**config.mk**
```make
export PLATFORM = sky130hd
export DESIGN_NAME = tgcr_ram
export DESIGN_NICKNAME = d
export VERILOG_FILES = /design/src/hdl/tgcr_ram.sv
export SDC_FILE = /design/constraint.sdc
export NUM_CORES = 1
export LEC_CHECK = 0
export BUFFER_PORTS_ARGS = -buffer_cell sky130_fd_sc_hd__buf_2
export CORE_MARGIN = 3
export CORE_UTILIZATION = 51
export DETAILED_ROUTE_END_ITERATION = 10
export GPL_ROUTABILITY_DRIVEN = 1
export PLACE_DENSITY = 0.76
export SYNTH_ARGS = -nofsm -noshare
export SYNTH_HDL_FRONTEND = slang
export SYNTH_SLANG_ARGS = --single-unit
export TNS_END_PERCENT = 100
```
**constraint.sdc**
```tcl
create_clock -name clk -period 2.04 [get_ports clk]
set_clock_uncertainty 0.1 [all_clocks]
set_input_delay 0.408 -clock clk [delete_from_list [all_inputs] [get_ports clk]]
set_output_delay 0.408 -clock clk [all_outputs]
set_load 0.03 [all_outputs]
```
**src/hdl/tgcr_ram.sv**
```systemverilog
// ----------------------------------------------------------------------------
// tgcr_ram: generic single-port-write, single-port-read RAM
// One write and one read per cycle; the read data is registered, so it
// appears in the cycle after the address. Contents are undefined until written.
// ----------------------------------------------------------------------------
module tgcr_ram #(
	parameter int WIDTH = 16,
	parameter int DEPTH = 2
) (
	input  logic                     clk,
	input  logic                     we,
	input  logic [$clog2(DEPTH)-1:0] waddr,
	input  logic [WIDTH-1:0]         wdata,
	input  logic [$clog2(DEPTH)-1:0] raddr,
	output logic [WIDTH-1:0]         rdata
);

	logic [WIDTH-1:0] mem [DEPTH];
	logic [WIDTH-1:0] rdata_q;

	// Write port and registered read port.
	always_ff @(posedge clk) begin
		if (we) begin
			mem[waddr] <= wdata;
		end
		rdata_q <= mem[raddr];
	end

	assign rdata = rdata_q;

endmodule

```
Word-level counts from Yosys, hierarchy flattened:

Memories as Yosys holds them, arrays and structs flattened. A register that Yosys moved wholly into a read port is not among the register bits.
Index checks and enable logic that the tools add are counted.
W data, S select, Z words.

* flip-flop bits (word level): 0
* RAM bits: 32
* output and inout port bits: 16
* logic and storage cells: 3
* memories: 1

Memory list
* mem: depth 2, width 16, rd ports 1, clocked after memory_dff 1, wr ports 1, line 18 `logic [WIDTH-1:0] mem [DEPTH];`

* muxes and demuxes: 2

Operators with widths (count)
* $mux W1: 2

Logic depth before layout (Yosys ltp):

Gate-level depths: netlist of the first run.

* depth after elaboration: 2
* gate-level depth with buffers: 3
* depth with buffers taken out: 1

Worst setup path before layout of the first run:

No wires, ideal clock.

* kind: input to register
* start: input we
* end: memory mem[0][0], enable pin
* arrival: 1.172 ns
* path slack: 0.377 ns
* stages on the path: 1
* path through: nor2b_1

* longest elaborated chain between the ends: 2

Ends and longest elaborated chain
* from (decl): line 11 `input logic we,`
* $mux W1: line 23 `if (we) begin`
* $mux W1 (not written as such): line 24 `mem[waddr] <= wdata;`
* to (decl): line 18

Every way passes these cells.

Final worst setup path of the first run:

* start: register rdata_q[15], in the netlist rdata[15], read port of mem
* end: output rdata[15]

RTL lines
* from (decl): line 19 `logic [WIDTH-1:0] rdata_q;`
* to (decl): line 15 `output logic [WIDTH-1:0] rdata`

No word-level cell between the ends.

==> flow_summary.ini, run 1 <==
[cells_and_area]
syn2layout_area_growth_pct = 16.95
drive_above_1_share_pct = 53.10
diodes = 0
fin_util_pct = 63.78
design_area_um2 = 1804
nets = 132

[routing]
drtPass1Iterations = 4
drc = 0
vias = 698
via_per_inst = 4.847
ant_nets = 0
wl_um = 1922
wire_per_inst_um = 13.35
drt_iter0_drc = 25

[die]
top_level_ports = 36
core_area_um2 = 2829
dieArea_um2 = 3721
rows = 19
die_h_um = 61
start_util_pct = 54.53
die_w_um = 61

[critical_path]
critPathMaxStageDelay_ns = 0.33
cp-end-kind = primary output
path_class = reg2out
slowest_stage = dfxtp_1
cp_max_fo = 1
path_cells = buf_2
path_delay_family = flip-flops
critPathBufInv = 1
required_ns = 1.53
arrival_ns = 0.87
crit_path_start_kind = flop

[job]
cap_viol_max_count = 0

[grt]
grt_max_degree = 17
gr-total-overflow = 0
antenna_found_initial = 0
grt_first_pass_wirelength_um = 3153
grt_pass1_vias = 697
grt_use_total_pct = 12.67

[clocking]
htreeDepth = 2
clockRootBuffer = clkbuf_4
clk_pin_slew_ns = 0.12
cts_setup_buffers = 0
cts_buffers = 5
cts_max_path_buffers = 2
clkSinkCount = 48
cts_hold_repair.buffers = 0
clock_insertion_delay_worst_skew_ns = 0.35
tritoncts = built
cts-resized-gates = 0

[timing]
tightest_slew_ns = 0.4876
max_slew_margin_pct = 67.50
rsz0062_at_grt = false
finalMaxSlewViolations = 0
setup_tns_ns = 0
setup_slack_ns = 0.6635
period_share_pct = 67.48
hold_violations = 0
finalSetupViolCount = 0
fmax_mhz = 726.5
worst_hold_slack_ns = 0.1390
min_period_ns = 1.377

[pwr]
combPwrFrac_pct = 10.5
p_per_area_nw_per_um2 = 938.6
p_sw_share_pct = 22.07
power.switching_w = 0.0003738
leakage_nw = 0.7310
p_seq_share_pct = 66.7
power.share.clock_pct = 22.8
cell_internal_pwr_w = 0.001320
ir_worst_vdd_uv = 608.3

[synth]
synth_top_area_share_pct = 62.29
synth_area_leaders = edfxtp_1 62%, dfxtp_1 21%, mux2_4 9.7%, mux2_2 4.4%, buf_12 1.3%
synth_area_um2 = 1543
syn-num-nets = 88
synth-seq-cells = 48
synth_cells = 68
synth_largest_area_cell = edfxtp_1
syn_avg_cell_area_um2 = 22.69
seq_area_frac_synth_pct = 83.05
ys_types = 8
ys_warn_count = 0

[status]
status = complete, no violations

[placement]
post-place-ws_ns = 0.6055
place_congestion = 0.6083
port_buffers = 35
hpwl_um = 1406
placed_area_um2 = 1755

[min_path]
hold_path_class = in2reg
==> cell usage in the layout (no fill, tap or decap) <==
master	netlist	final
clkbuf_1	0	2
clkbuf_4	0	5
nor2b_1	1	1
buf_2	0	35
mux2_4	10	10
clkinv_1	0	1
buf_4	0	4
and2_1	1	1
edfxtp_1	32	32
mux2_2	6	6
dfxtp_1	16	16
==> power by group through the flow <==
stage          Clock [W]  Combinational, W  Sequential (W)
6_report        0.000386          0.000178         0.00113
5_1_grt         0.000442          0.000193         0.00114
4_1_cts         0.000408          0.000181         0.00113
3_5_place_dp           0          0.000181         0.00115
3_3_place_gp           0          0.000177         0.00115
2_1_floorplan          0         0.0000612         0.00121
==> area by class of cell <==
type	instances	area, µm²
clock buffer	7	45.04
clock inverter	1	3.754
fill	210	1025
multi-input combinational	18	230.2
sequential	48	1281
tap	31	38.79
timing repair buffer	39	205.2
==> synth_stat cells <==
cell type,count
dfxtp_1,16
nor2b_1,1
edfxtp_1,32
and2_1,1
buf_6,1
mux2_2,6
buf_12,1
mux2_4,10
==> per-stage QoR <==
step | cells | total power (W)
global route | 144 | 0.001772
finish | 144 | 0.001693
detailed placement | 136 | 0.001334
CTS | 144 | 0.001720
global placement | 136 | 0.001326
floorplan | 68 | 0.001272
==> worst paths after layout <==
check | from | end | slack, ns | depth (start not counted)
worst max-delay path | rdata[15] | rdata[15] | 0.66 | 1
worst max register to register | mem[0][7] | rdata[7] | 1.18 | 1
worst min-delay path | wdata[6] | mem[0][6] | 0.14 | 1
worst min register to register | mem[0][5] | rdata[5] | 0.38 | 1
==> registers in the layout, summed over array words and instances, names as in the netlist <==
register	cells
rdata	16
mem	32
==> routing by layer <==
metal  track usage (%)  vias to the layer above  wire (µm)
met3             8.936                        3        230
met1             13.58                      323        711
met2             19.69                       30        949
met5                 0                        -          0
li1                  -                      342          -
met4             4.644                        0         31
==> cells by family after synthesis <==
group,share of synthesized area [%]
AND/OR/NAND/NOR,0.8115
flip-flops,83.05
multiplexers,14.11
buffers and inverters,2.028
Note: power is estimated with default switching activity, not from simulation.
==> inputs of run 2 (changes only) <==
==> constraint.sdc (replaced) <==
create_clock -name clk -period 1.35 [get_ports clk]
set_clock_uncertainty 0.1 [all_clocks]
set_input_delay 0.27 -clock clk [delete_from_list [all_inputs] [get_ports clk]]
set_output_delay 0.27 -clock clk [all_outputs]
set_load 0.03 [all_outputs]
==> run 2 against run 1 <==
- utilization up 7.4 points
- power increased by 67%
- first-iteration DRC count is 32% lower
- sequential share of layout area down 7.4 points
- critical path depth unchanged
- via count grew 11%
- clock power grew 110%
- sequential power increased by 51%
- critical endpoint is now rdata[14]
==> flow_summary.ini, run 2 (synthesis results as in run 1) <==
[status]
status = complete, no violations

[clocking]
clock_insertion_delay_worst_skew_ns = 0.35
cts_buffers = 5
clk_pin_slew_ns = 0.13
htreeDepth = 2
cts_max_path_buffers = 2
tritoncts = built
clkSinkCount = 48
clockRootBuffer = clkbuf_4

[timing]
setup_tns_ns = 0
max_slew_margin_pct = 89.53
finalSetupViolCount = 0
hold_violations = 0
min_period_ns = 1.273
worst_hold_slack_ns = 0.2574
rsz0062_at_grt = false
setup_slack_ns = 0.07749
tightest_slew_ns = 0.1581
finalMaxSlewViolations = 0
period_share_pct = 94.26
fmax_mhz = 785.8

[routing]
drt_iter0_drc = 17
ant_nets = 0
via_per_inst = 4.814
wire_per_inst_um = 13.58
drc = 0
drtPass1Iterations = 2
wl_um = 2186
vias = 775

[critical_path]
critPathBufInv = 1
path_class = reg2out
critPathMaxStageDelay_ns = 0.35
slowest_stage = dfxtp_1
crit_path_start_kind = flop
arrival_ns = 0.90
path_delay_family = flip-flops
required_ns = 0.98
path_cells = buf_2
cp-end-kind = primary output
cp_max_fo = 1

[die]
die_w_um = 61
rows = 19
start_util_pct = 54.53
core_area_um2 = 2829
die_h_um = 61
top_level_ports = 36
dieArea_um2 = 3721

[placement]
post-place-ws_ns = 0.2365
port_buffers = 35
place_congestion = 0.5928

[min_path]
hold_path_class = in2reg

[grt]
gr-total-overflow = 0
grt_first_pass_wirelength_um = 3408
grt_pass1_vias = 733
antenna_found_initial = 0
grt_max_degree = 17
grt_use_total_pct = 13.93

[pwr]
p_per_area_nw_per_um2 = 1401
ir_worst_vdd_uv = 852.0
leakage_nw = 0.8235

[job]
cap_viol_max_count = 0

[cells_and_area]
drive_above_1_share_pct = 49.23
largest_reg_flops = 32
final_cell_mix = 35 x buf_2, 32 x edfxtp_1, 16 x dlygate4sd3_1, 16 x dfxtp_1, 10 x mux2_4
final_common_cell = buf_2
regMostFlops = mem
fin_util_pct = 71.21
diodes = 0
syn2layout_area_growth_pct = 30.58
nets = 149
[run 2: path summary, 6_finish.rpt]
kind / from / endpoint / slack, ns / cells after the start
setup / recovery: rdata[14] / rdata[14] / 0.08 / 1
hold / removal: raddr / rdata[7] / 0.26 / 3
setup reg to reg: mem[0][5] / rdata[5] / 0.48 / 1
hold reg to reg: mem[1][12] / rdata[12] / 0.37 / 1
[run 2: layout make-up]
class	instances	area (µm²)
clock buffer	6	41.29
fill	208	814.5
timing repair buffer	56	385.4
clock inverter	2	35.03
sequential	48	1281
multi-input combinational	18	232.7
tap	31	38.79
[run 2: repair_timing]
action | 4_1_cts | 5_1_grt
buffers inserted | 0 | 0
hold buffers | 16 | 0
endpoints found under the hold margin | 31 | 0
resized for setup | 0 | 0
setup endpoints to repair | 0 | 0
[run 2: routing by layer]
metal	share of wire (%)	global-route usage [%]
met5	0	0
met4	2.4	7.430
met3	6.4	7.234
met2	49	20.15
met1	42	16.98
[run 2: per-stage QoR]
stage / cells / area, µm² / total power (W)
after floorplan: 68 / 1545 / 0.001923
after CTS: 161 / 2014 / 0.002855
final: 161 / 2014 / 0.002823
after detailed placement: 137 / 1778 / 0.002023
after global routing: 161 / 2014 / 0.002945
after global placement: 137 / 1778 / 0.002013
[run 2: report_power, final]
group / switching (W) / internal (W) / total, W
clock: 0.000412 / 0.000389 / 0.000801
combinational: 0.000167 / 0.000148 / 0.000315
sequential: 0.0000253 / 0.00168 / 0.00171
